[config.mk]
export PLATFORM = sky130hd
export DESIGN_NAME = sparse_fiber_intersect_dot
export DESIGN_NICKNAME = d
export VERILOG_FILES = /design/src/hw/rtl/sfid_pkg.sv /design/src/hw/rtl/sfid_ram.sv /design/src/hw/rtl/sfid_front.sv /design/src/hw/rtl/sfid_back.sv /design/src/hw/rtl/sparse_fiber_intersect_dot.sv
export VERILOG_INCLUDE_DIRS = /design/src /design/src/hw/rtl
export SDC_FILE = /design/constraint.sdc
export NUM_CORES = 2
export LEC_CHECK = 0
export BUFFER_PORTS_ARGS = -buffer_cell sky130_fd_sc_hd__buf_2
export CAP_MARGIN = 25
export CORE_AREA = 2 2 454 321
export CTS_CLUSTER_DIAMETER = 100
export DETAILED_ROUTE_END_ITERATION = 8
export DIE_AREA = 0 0 456 323
export PLACE_DENSITY = 0.76
export RECOVER_POWER = 25
export SETUP_SLACK_MARGIN = 0.1
export SLEW_MARGIN = 20
export SYNTH_ARGS = -nofsm -noshare
export SYNTH_HDL_FRONTEND = slang
export SYNTH_SLANG_ARGS = --single-unit
[constraint.sdc]
create_clock -name clk -period 7.1 [get_ports clk]
set_input_delay 0.71 -clock clk [delete_from_list [all_inputs] [get_ports clk]]
set_output_delay 0.71 -clock clk [all_outputs]
set_load 0.02 [all_outputs]
[src/hw/rtl/assert_macros.svh]
// ----------------------------------------------------------------------------
// Assertion macros
// Shared concurrent assertion forms for the RTL.
// ----------------------------------------------------------------------------
`ifndef ASSERT_MACROS_SVH
`define ASSERT_MACROS_SVH

// same-cycle implication
`define ASSERT_IMPLIES(label, clk, rst, ante, cons) \
  label: assert property (@(posedge clk) disable iff (rst) (ante) |-> (cons)) \
    else $error("assertion failed: same-cycle implication");

// next-cycle implication
`define ASSERT_NEXT(label, clk, rst, ante, cons) \
  label: assert property (@(posedge clk) disable iff (rst) (ante) |=> (cons)) \
    else $error("assertion failed: next-cycle implication");

`endif

[src/hw/rtl/sfid_pkg.sv]
// ----------------------------------------------------------------------------
// sfid_pkg
// Types and constants of the sparse fiber intersection dot product.
// ----------------------------------------------------------------------------
`timescale 1ns / 1ps
`default_nettype none

package sfid_pkg;

  localparam int PENDING_DEPTH = 16;
  localparam int INDEX_BITS    = 16;
  localparam int VALUE_BITS    = 32;
  localparam int SUM_BITS      = 64;
  localparam int ENTRY_BITS    = INDEX_BITS + VALUE_BITS;
  localparam int PTR_BITS      = (PENDING_DEPTH > 1) ? $clog2(PENDING_DEPTH) : 1;
  localparam int CNT_BITS      = $clog2(PENDING_DEPTH + 1);

  localparam logic [1:0] REQ_A = 2'd0;
  localparam logic [1:0] REQ_B = 2'd1;
  localparam logic [1:0] END_A = 2'd2;
  localparam logic [1:0] END_B = 2'd3;

  typedef struct packed {
    logic [1:0]         req_type;
    logic [15:0]        entry_index;
    logic signed [31:0] entry_value;
  } req_t;

  typedef struct packed {
    logic signed [63:0] dot_sum;
    logic               queue_overflow;
  } result_t;

  typedef struct packed {
    logic                         is_end;
    logic                         side;
    logic [INDEX_BITS-1:0]        idx;
    logic signed [VALUE_BITS-1:0] val;
  } cmd_t;

  typedef struct packed {
    logic [CNT_BITS-1:0] count;
    logic                a_ended;
    logic                b_ended;
  } back_status_t;

endpackage

`default_nettype wire

[src/hw/rtl/sfid_ram.sv]
// ----------------------------------------------------------------------------
// sfid_ram
// Generic single-write, single-read RAM with registered read data.
// ----------------------------------------------------------------------------
`timescale 1ns / 1ps
`default_nettype none

module sfid_ram #(
  parameter int WIDTH = 8,
  parameter int DEPTH = 16
) (
  input  wire logic                    clk,
  input  wire logic                    we,
  input  wire logic [((DEPTH > 1) ? $clog2(DEPTH) : 1)-1:0] waddr,
  input  wire logic [WIDTH-1:0]        wdata,
  input  wire logic [((DEPTH > 1) ? $clog2(DEPTH) : 1)-1:0] raddr,
  output logic      [WIDTH-1:0]        rdata
);

  logic [WIDTH-1:0] mem [DEPTH];

  always_ff @(posedge clk) begin
    if (we) begin
      mem[waddr] <= wdata;
    end
    rdata <= mem[raddr];
  end

endmodule

`default_nettype wire

[src/hw/rtl/sfid_front.sv]
// ----------------------------------------------------------------------------
// sfid_front
// Accepts request items, decodes them into commands and queues them.
// ----------------------------------------------------------------------------
`timescale 1ns / 1ps
`default_nettype none

module sfid_front
  import sfid_pkg::*;
(
  input  wire logic clk,
  input  wire logic rst,
  input  wire logic push,
  output logic      full,
  input  wire req_t req,
  output logic      cmd_valid,
  output cmd_t      cmd,
  input  wire logic cmd_take
);

  cmd_t       slots [2];
  logic       wr_ptr;
  logic       rd_ptr;
  logic [1:0] cnt;
  cmd_t       dec;
  logic       do_wr;
  logic       do_rd;

  always_comb begin
    dec.idx = req.entry_index[INDEX_BITS-1:0];
    dec.val = req.entry_value[VALUE_BITS-1:0];
    unique case (req.req_type) inside
      REQ_A, REQ_B: dec.is_end = 1'b0;
      END_A, END_B: dec.is_end = 1'b1;
      default:      dec.is_end = 1'b0;
    endcase
    unique case (req.req_type) inside
      REQ_B, END_B: dec.side = 1'b1;
      REQ_A, END_A: dec.side = 1'b0;
      default:      dec.side = 1'b0;
    endcase
  end

  assign full      = (cnt == 2'd2);
  assign cmd_valid = (cnt != 2'd0);
  assign cmd       = slots[rd_ptr];
  assign do_wr     = push && !full;
  assign do_rd     = cmd_take && cmd_valid;

  always_ff @(posedge clk) begin
    if (do_wr) begin
      slots[wr_ptr] <= dec;
    end
  end

  always_ff @(posedge clk) begin
    if (rst) begin
      wr_ptr <= 1'b0;
      rd_ptr <= 1'b0;
      cnt    <= 2'd0;
    end else begin
      if (do_wr) begin
        wr_ptr <= !wr_ptr;
      end
      if (do_rd) begin
        rd_ptr <= !rd_ptr;
      end
      cnt <= cnt + {1'b0, do_wr} - {1'b0, do_rd};
    end
  end

endmodule

`default_nettype wire

[src/hw/rtl/sfid_back.sv]
// ----------------------------------------------------------------------------
// sfid_back
// Executes commands: pending queue merge, multiply-accumulate, result issue.
// ----------------------------------------------------------------------------
`timescale 1ns / 1ps
`default_nettype none

module sfid_back
  import sfid_pkg::*;
(
  input  wire logic         clk,
  input  wire logic         rst,
  input  wire logic         cmd_valid,
  input  wire cmd_t         cmd,
  output logic              cmd_take,
  output logic              res_valid,
  output result_t           res,
  input  wire logic         res_ready,
  output back_status_t      status
);

  localparam logic [1:0] ST_IDLE = 2'd0;
  localparam logic [1:0] ST_CMP  = 2'd1;
  localparam logic [1:0] ST_ACC  = 2'd2;

  logic [1:0]                     state, state_next;
  logic [PTR_BITS-1:0]            head, head_next;
  logic [PTR_BITS-1:0]            tail, tail_next;
  logic [CNT_BITS-1:0]            count, count_next;
  logic                           side, side_next;
  logic                           a_ended, a_ended_next;
  logic                           b_ended, b_ended_next;
  logic [SUM_BITS-1:0]            sum, sum_next;
  logic                           ovf, ovf_next;
  cmd_t                           cur;
  logic                           cur_load;
  logic signed [2*VALUE_BITS-1:0] prod;
  logic                           prod_load;

  logic                           do_push;
  logic                           do_pop;
  logic                           do_clear;
  logic [INDEX_BITS-1:0]          push_idx;
  logic [VALUE_BITS-1:0]          push_val;
  logic                           push_side;
  logic                           we;
  logic [ENTRY_BITS-1:0]          rdata;
  logic [INDEX_BITS-1:0]          front_idx;
  logic signed [VALUE_BITS-1:0]   front_val;
  logic                           own_end;
  logic                           other_end;
  logic                           a_after;
  logic                           b_after;

  function automatic logic [PTR_BITS-1:0] ptr_inc(input logic [PTR_BITS-1:0] p);
    ptr_inc = (p == PTR_BITS'(PENDING_DEPTH - 1)) ? '0 : p + 1'b1;
  endfunction

  assign front_idx = rdata[ENTRY_BITS-1:VALUE_BITS];
  assign front_val = $signed(rdata[VALUE_BITS-1:0]);
  assign own_end   = cmd.side ? b_ended : a_ended;
  assign other_end = cmd.side ? a_ended : b_ended;
  assign a_after   = a_ended || !cmd.side;
  assign b_after   = b_ended || cmd.side;

  always_comb begin
    state_next = state;
    cmd_take   = 1'b0;
    res_valid  = 1'b0;
    do_push    = 1'b0;
    do_pop     = 1'b0;
    do_clear   = 1'b0;
    cur_load   = 1'b0;
    prod_load  = 1'b0;
    push_idx   = cmd.idx;
    push_val   = cmd.val;
    push_side  = cmd.side;
    a_ended_next = a_ended;
    b_ended_next = b_ended;
    sum_next     = sum;
    unique case (state)
      ST_IDLE: begin
        if (cmd_valid) begin
          if (cmd.is_end) begin
            if (a_after && b_after) begin
              if (res_ready) begin
                cmd_take  = 1'b1;
                res_valid = 1'b1;
                do_clear  = 1'b1;
              end
            end else begin
              cmd_take     = 1'b1;
              a_ended_next = a_after;
              b_ended_next = b_after;
            end
          end else begin
            cmd_take = 1'b1;
            if (!own_end && !other_end) begin
              if (count == '0 || side == cmd.side) begin
                do_push = 1'b1;
              end else begin
                cur_load   = 1'b1;
                state_next = ST_CMP;
              end
            end
          end
        end
      end
      ST_CMP: begin
        push_idx  = cur.idx;
        push_val  = cur.val;
        push_side = cur.side;
        if (front_idx < cur.idx) begin
          do_pop = 1'b1;
          if (count == CNT_BITS'(1)) begin
            do_push    = 1'b1;
            state_next = ST_IDLE;
          end
        end else if (front_idx == cur.idx) begin
          do_pop     = 1'b1;
          prod_load  = 1'b1;
          state_next = ST_ACC;
        end else begin
          state_next = ST_IDLE;
        end
      end
      ST_ACC: begin
        sum_next   = sum + SUM_BITS'(prod);
        state_next = ST_IDLE;
      end
      default: begin
        state_next = ST_IDLE;
      end
    endcase
  end

  always_comb begin
    head_next  = head;
    tail_next  = tail;
    count_next = count;
    side_next  = side;
    ovf_next   = ovf;
    we         = 1'b0;
    if (do_pop) begin
      head_next = ptr_inc(head);
    end
    if (do_push) begin
      if (count == CNT_BITS'(PENDING_DEPTH) && !do_pop) begin
        ovf_next = 1'b1;
      end else begin
        we        = 1'b1;
        tail_next = ptr_inc(tail);
        side_next = push_side;
      end
    end
    count_next = count + CNT_BITS'(we) - CNT_BITS'(do_pop);
  end

  sfid_ram #(
    .WIDTH (ENTRY_BITS),
    .DEPTH (PENDING_DEPTH)
  ) u_pending (
    .clk   (clk),
    .we    (we),
    .waddr (tail),
    .wdata ({push_idx, push_val}),
    .raddr (head_next),
    .rdata (rdata)
  );

  always_ff @(posedge clk) begin
    if (cur_load) begin
      cur <= cmd;
    end
    if (prod_load) begin
      prod <= front_val * cur.val;
    end
  end

  always_ff @(posedge clk) begin
    if (rst || do_clear) begin
      state   <= ST_IDLE;
      head    <= '0;
      tail    <= '0;
      count   <= '0;
      side    <= 1'b0;
      a_ended <= 1'b0;
      b_ended <= 1'b0;
      sum     <= '0;
      ovf     <= 1'b0;
    end else begin
      state   <= state_next;
      head    <= head_next;
      tail    <= tail_next;
      count   <= count_next;
      side    <= side_next;
      a_ended <= a_ended_next;
      b_ended <= b_ended_next;
      sum     <= sum_next;
      ovf     <= ovf_next;
    end
  end

  assign res.dot_sum        = $signed(sum);
  assign res.queue_overflow = ovf;
  assign status.count       = count;
  assign status.a_ended     = a_ended;
  assign status.b_ended     = b_ended;

endmodule

`default_nettype wire

[src/hw/rtl/sparse_fiber_intersect_dot.sv]
// Each data entry is queued, ignored, or compared against the pending entries it
// retires, then dropped on a larger front index or accumulated on a match.
// No new command is taken until the compare loop on the pending RAM read port
// and any accumulate have finished; end markers need no compare.
// A result appears in the cycle after the second end marker leaves the command queue.
// Reset (rst, synchronous) empties both queues and clears sum, flags and counts.
// ----------------------------------------------------------------------------
// sparse_fiber_intersect_dot
// Dot product of two sparse fibers by index intersection.
// ----------------------------------------------------------------------------
`timescale 1ns / 1ps
`default_nettype none
`include "assert_macros.svh"

module sparse_fiber_intersect_dot
  import sfid_pkg::*;
(
  input  wire logic    clk,
  input  wire logic    rst,
  input  wire logic    push,
  output logic         full,
  input  wire req_t    req,
  output logic         empty,
  input  wire logic    pop,
  output result_t      result
);

  logic         cmd_valid;
  cmd_t         cmd;
  logic         cmd_take;
  logic         res_valid;
  result_t      res;
  logic         res_ready;
  back_status_t status;
  logic         out_valid;

  sfid_front u_front (
    .clk       (clk),
    .rst       (rst),
    .push      (push),
    .full      (full),
    .req       (req),
    .cmd_valid (cmd_valid),
    .cmd       (cmd),
    .cmd_take  (cmd_take)
  );

  sfid_back u_back (
    .clk       (clk),
    .rst       (rst),
    .cmd_valid (cmd_valid),
    .cmd       (cmd),
    .cmd_take  (cmd_take),
    .res_valid (res_valid),
    .res       (res),
    .res_ready (res_ready),
    .status    (status)
  );

  assign res_ready = !out_valid || pop;
  assign empty     = !out_valid;

  always_ff @(posedge clk) begin
    if (res_valid) begin
      result <= res;
    end
  end

  always_ff @(posedge clk) begin
    if (rst) begin
      out_valid <= 1'b0;
    end else if (res_valid) begin
      out_valid <= 1'b1;
    end else if (pop) begin
      out_valid <= 1'b0;
    end
  end

  `ASSERT_IMPLIES(a_count_bound, clk, rst, 1'b1, status.count <= CNT_BITS'(PENDING_DEPTH))
  `ASSERT_NEXT(a_clear_after_result, clk, rst, res_valid,
               !status.a_ended && !status.b_ended && status.count == '0)
  `ASSERT_IMPLIES(a_no_result_overwrite, clk, rst, res_valid, !out_valid || pop)
  `ASSERT_NEXT(a_accept_queues, clk, rst, push && !full, cmd_valid)

endmodule

`default_nettype wire
Word level (Yosys, flattened, before mapping)
Memories as Yosys holds them, arrays and structs flattened. A register that Yosys moved wholly into a read port is not among the register bits.
Index checks and enable logic that the tools add are counted.
{"block": "classes", "add_sub_neg": 7, "mul": 1, "n_lt_le_gt_ge": 1, "eq_ne": 17, "muxes": 54, "bitwise_logic": 2, "n_reduce_logical": 28}
{"cell": "64-bit adder", "n": 1}
{"cell": "32-bit by 32-bit multiplier with 64-bit output", "n": 1}
{"cell": "1-bit 2-to-1 mux", "n": 40}
{"cell": "32-bit 2-to-1 mux", "n": 1}
{"cell": "16-bit equality test", "n": 1}
{"cell": "16-bit < comparator", "n": 1}
{"cell": "16-bit 2-to-1 mux", "n": 1}
{"cell": "2-bit 2-to-1 mux", "n": 7}
{"cell": "4-bit 2-to-1 mux", "n": 3}
{"cell": "4-bit by 1-bit adder with 4-bit output (second input constant)", "n": 2}
{"cell": "2-bit equality test (second input constant)", "n": 4}
{"cell": "4-bit equality test (second input constant)", "n": 2}
{"cell": "1-bit zero test", "n": 8}
{"cell": "2-bit != test (second input constant)", "n": 3}
{"cell": "5-bit by 1-bit adder with 5-bit output", "n": 1}
{"cell": "5-bit by 1-bit equality test with 1-bit output (second input constant)", "n": 1}
{"cell": "5-bit equality test (second input constant)", "n": 1}
{"cell": "1-bit logical AND", "n": 5}
{"cell": "5-bit zero test", "n": 1}
{"cell": "1-bit logical OR", "n": 5}
{"cell": "5-bit AND reduction", "n": 1}
{"cell": "5-bit by 1-bit subtractor with 5-bit output", "n": 1}
{"cell": "2-bit by 1-bit equality test with 1-bit output (second input constant)", "n": 2}
{"cell": "2-bit case mux with 2 select lines", "n": 1}
{"cell": "other kinds (12)", "n": 16}
{"block": "totals", "reg_bits": 266, "mem_bits_rw": 868, "inputBits": 54, "out_inout_bits": 67, "wordCells": 131, "n_memories": 2}
{"name": "u_back.u_pending.mem", "depth": 16, "width": 48, "read_ports": 1, "rd_clocked_by_memory_dff": 1, "wr": 1, "line_no": "sfid_ram.sv:20", "source": "logic [WIDTH-1:0] mem [DEPTH];"}
{"name": "u_front.slots", "depth": 2, "width": 50, "read_ports": 1, "rd_clocked_by_memory_dff": 1, "wr": 1, "line_no": "sfid_front.sv:21", "source": "cmd_t slots [2];"}

Longest topological paths before layout
{"block": "logic_depth", "word_depth": 10, "ltp_mapped": 29}

Hierarchy
A second synthesis with hierarchy kept.
{"block": "unflattened", "hier_cells": 6529, "hier_area_um2": 82968.3}
{"mod": "sfid_back", "instances": 1, "cells_per_inst": 5032, "area_each_um2": 47431.7, "seq_area_each_um2": 5054.8}
{"mod": "sfid_ram", "instances": 1, "cells_per_inst": 1242, "area_each_um2": 29694.7, "seq_area_each_um2": 24023.0}
{"mod": "sfid_front", "instances": 1, "cells_per_inst": 185, "area_each_um2": 3839.9, "seq_area_each_um2": 3103.0}
{"mod": "sparse_fiber_intersect_dot", "instances": 1, "cells_per_inst": 70, "area_each_um2": 2001.9, "seq_area_each_um2": 1971.9}

Least setup slack after synthesis
OpenSTA, ideal clock, no wires.
{"block": "synth_path", "kind": "reg-to-reg", "from": "register u_back.cur[2] (netlist name)", "to": "register u_back.prod[62] (data pin)", "arrival_time_ns": 7.526, "slack_ns": -0.687, "path_stages_with_launch": 26, "n_path_buf": 1, "synth_period_minus_slack_ns": 7.787, "cell_sequence": "edfxtp_1 clkbuf_1 nand2_1 inv_1 fa_1 fa_1 fa_1 fa_1 fa_1 fa_1 fa_1 inv_1 fa_1 inv_1 ha_1 nand4_1 or4_1 or3_1 o2bb2ai_1 a2111oi_0 o21ai_1 a21oi_1 nor2_1 nor2_1 o21ai_1 xor2_1"}
{"block": "synth_via", "elab_chain_len": 1}
{"item": "start: declaration", "line_no": "sfid_back.sv:35", "source": "cmd_t cur;"}
{"item": "start signal: assignment", "line_no": "sfid_back.sv:173", "source": "cur <= cmd;"}
{"item": "32-bit by 32-bit multiplier with 64-bit output", "line_no": "sfid_back.sv:176", "source": "prod <= front_val * cur.val;"}
{"item": "end signal: assignment", "line_no": "sfid_back.sv:176"}
{"item": "end: declaration", "line_no": "sfid_back.sv:37", "source": "logic signed [2*VALUE_BITS-1:0] prod;"}
Every way passes these cells.
A chain may end at the register's enable or synchronous reset.

Worst setup path after layout
{"block": "layout_path", "from": "register u_back.cur[11] (netlist name)", "to": "register u_back.prod[58] (data pin)"}
Same word-level chain as after synthesis.

==> impl_metrics.tcl <==
set metrics [dict create \
    cts_buffer_depth 3 \
    die_y_um 323 \
    ys_ff_latch 1183 \
    critPathMaxFanout 13 \
    fin_crit_ns 7.77 \
    min_path_type "in2reg" \
    initial_core_util 0.584 \
    final-setup-viol-count 33 \
    cts.root.buffer_cell "clkbuf_16" \
    die_w_um 456 \
    synth_ff_type "edfxtp_1" \
    antenna_found_initial 9 \
    clock_sinks 1183 \
    ff2ff_setup_slack_ns -0.67 \
    io_buffer_count 120 \
    path_common_cell "fa_1" \
    core_um2 144000 \
    tightest_slew_ns 3.92 \
    whs_path_depth 1 \
    synthTopCellsByArea "edfxtp_1 37%, fa_1 26%, inv_1 4.6%, ha_1 4.1%, and2_1 3.9%" \
    worstReg2RegStart "u_back.cur[11]$_DFFE_PP_" \
    crit_required_ns 7.60 \
    arrival_ns 8.28 \
    worstSetupStartpoint "u_back.cur[11]$_DFFE_PP_" \
    rsz0062_at_grt "true" \
    slowest_delay_ns 0.61 \
    globalplace.congestion 0.977 \
    ant_nets 0 \
    avgSynthCellArea_um2 11.6 \
    grt_usage 0.315 \
    cts_tree "done" \
    drt-initial-drc-count 5673 \
    critPathSlowestCell "fa_2" \
    syn_inst 7220 \
    clkTransAtPathRegs_ns 0.07 \
    first_pass_iters 6 \
    drive_gt1_frac 0.143 \
    pin_count 121 \
    async_reset_ff_frac 0 \
    grt_first_pass_wirelength_mm 349 \
    hold_buffers 0 \
    fmax_ghz 0.129 \
    worstHoldStart "req[39]" \
    dpl.hpwl_mm 160 \
    fin_skew_ns 0.0992 \
    synth-warning-count 0 \
    synth_top_area_cell "edfxtp_1" \
    hold_violations 0 \
    grt_max_degree 179 \
    cts_made_buffers 111 \
    outcome "finished, violations left" \
    vias_per_cell 5.84 \
    maxCapViolCount 4 \
    ys_seq_area_frac 0.407 \
    period_share 1.09 \
    grt_pass1_vias 58000 \
    row_count 117 \
    synth-edff-count 1046 \
    vias 56600 \
    drc 0 \
    r2r-end "u_back.prod[58]$_DFFE_PP_" \
    cp-end-kind "flop" \
    drt-wirelength-per-cell_um 23.9 \
    violations "capacitance limit, slew limit, setup timing" \
    layout_setup_ws_ns -0.673 \
    reg2reg_depth 26 \
    synth.most_common_cell "fa_1" \
    insertion_delay_ns 0.81 \
    slew_viol_final 160 \
    synth_top_area_share 0.374 \
    wl_mm 232 \
    synth_area_um2 83900 \
    final_util 0.674 \
    grt-ovfl-total 0 \
    ctsHtreeMaxLevel 3 \
    crit_type "reg2reg" \
    hold_path_end "u_front.slots[0][39]$_DFFE_PP_" \
    synth_commonest_cells "1084 x fa_1, 1046 x edfxtp_1, 1020 x inv_1, 846 x nand2_1, 521 x and2_1" \
    slew_headroom -1.61 \
    synth_fp_nets 8634 \
    ys_types 74 \
    area_growth_pct 15.3 \
    dieArea_um2 147000 \
    startpoint_type "flop" \
    final_nets 9101 \
]
[worst max path at each step]
stage / to / cells after the start / slack (ns)
2_1_floorplan: u_back.prod[62]$_DFFE_PP_ / 24 / -0.22
3_5_place_dp: u_back.prod[61]$_DFFE_PP_ / 33 / -0.79
3_3_place_gp: u_back.prod[62]$_DFFE_PP_ / 30 / -0.72
4_1_cts: u_back.prod[58]$_DFFE_PP_ / 30 / -0.59
5_1_grt: u_back.prod[61]$_DFFE_PP_ / 32 / -0.88
6_report: u_back.prod[58]$_DFFE_PP_ / 26 / -0.67
[layer usage]
metal	track usage	vias up	share of wire
li1	-	24600	-
met1	0.443	28600	0.40
met2	0.480	2978	0.44
met3	0.0865	437	0.12
met4	0.0974	4	0.036
met5	0	-	0.000099
[final cells by class]
cell class | instances | area [um2]
clock inverter | 59 | 689
fill | 10100 | 46900
multi-input combinational | 4623 | 45900
tap | 1904 | 2380
antenna | 5 | 12.5
inverter | 1021 | 3840
timing repair buffer | 747 | 6700
clock buffer | 151 | 3030
sequential | 1183 | 34200
[logic make-up (layout without fill, tap and decap cells)]
group | Yosys count | after routing | share of synthesized area
AO/OA/AOI/OAI | 885 | 885 | 0.0673
XOR/XNOR | 136 | 136 | 0.0142
adder cells (fa/ha/maj) | 1360 | 1360 | 0.300
buffers and inverters | 1414 | 1978 | 0.0641
flip-flops | 1183 | 1183 | 0.407
multiplexers | 295 | 295 | 0.0360
other | 0 | 5 | 0
AND/OR/NAND/NOR | 1947 | 1947 | 0.112
[what timing repair did]
action                                  4_1_cts  5_1_grt
buffers inserted                             46       30
gates resized for setup                     117      175
endpoints found under the setup margin       39       46
pin swaps                                    74       90
gates cloned                                  5        6
[through the flow]
| step | setup TNS, ns | std cells | setup WS [ns] | hold WS, ns | cell area [um2] |
|---|---|---|---|---|---|
| floorplan | -1.10 | 7220 | -0.219 | 0.409 | 84300 |
| global placement | -12.46 | 9370 | -0.719 | 0.421 | 90800 |
| detailed placement | -14.64 | 9374 | -0.794 | 0.436 | 90900 |
| CTS | -11.48 | 9635 | -0.592 | 0.0346 | 95600 |
| global route | -20.63 | 9691 | -0.878 | 0.0599 | 96700 |
| finish | -14.44 | 9693 | -0.673 | 0.0854 | 96700 |
[state kept, by name, indices dropped and copies added, names as in the netlist, 2 cells and up, named ones only]
| name | flops |
|---|---|
| u_front.cnt | 2 |
| u_back.sum | 64 |
| result | 65 |
| u_front.slots | 100 |
| u_back.cur | 49 |
| u_back.count | 5 |
| u_back.tail | 4 |
| u_back.state | 2 |
| u_back.prod | 64 |
| u_back.head | 4 |
| u_back.u_pending.rdata | 48 |
| u_back.u_pending.mem | 768 |
[critical path: cells and delay by family, from the launching register on]
family	cells	cell delay, ns
fa+ha+maj	9	4.38
buf+inv	6	0.77
flops	1	0.45
simple gates	6	1.33
compound gates	4	0.45
xor+xnor	1	0.12
[cell usage in the layout, fill, tap and decap left out, types with 108 or more instances in the layout]
| master | n |
|---|---|
| edfxtp_1 | 1046 |
| and2_1 | 501 |
| ha_1 | 243 |
| a211oi_1 | 157 |
| o21ai_1 | 154 |
| fa_1 | 1031 |
| nand2_1 | 832 |
| clkbuf_1 | 134 |
| buf_4 | 463 |
| mux2i_1 | 245 |
| dfxtp_1 | 131 |
| inv_1 | 997 |
| a21oi_1 | 211 |
| nor2_1 | 229 |
| clkbuf_16 | 117 |
| nor2b_1 | 108 |
Power is left out: the tool's default activity adds up to more than one toggle a clock period on the data nets, which glitch-free logic cannot reach.
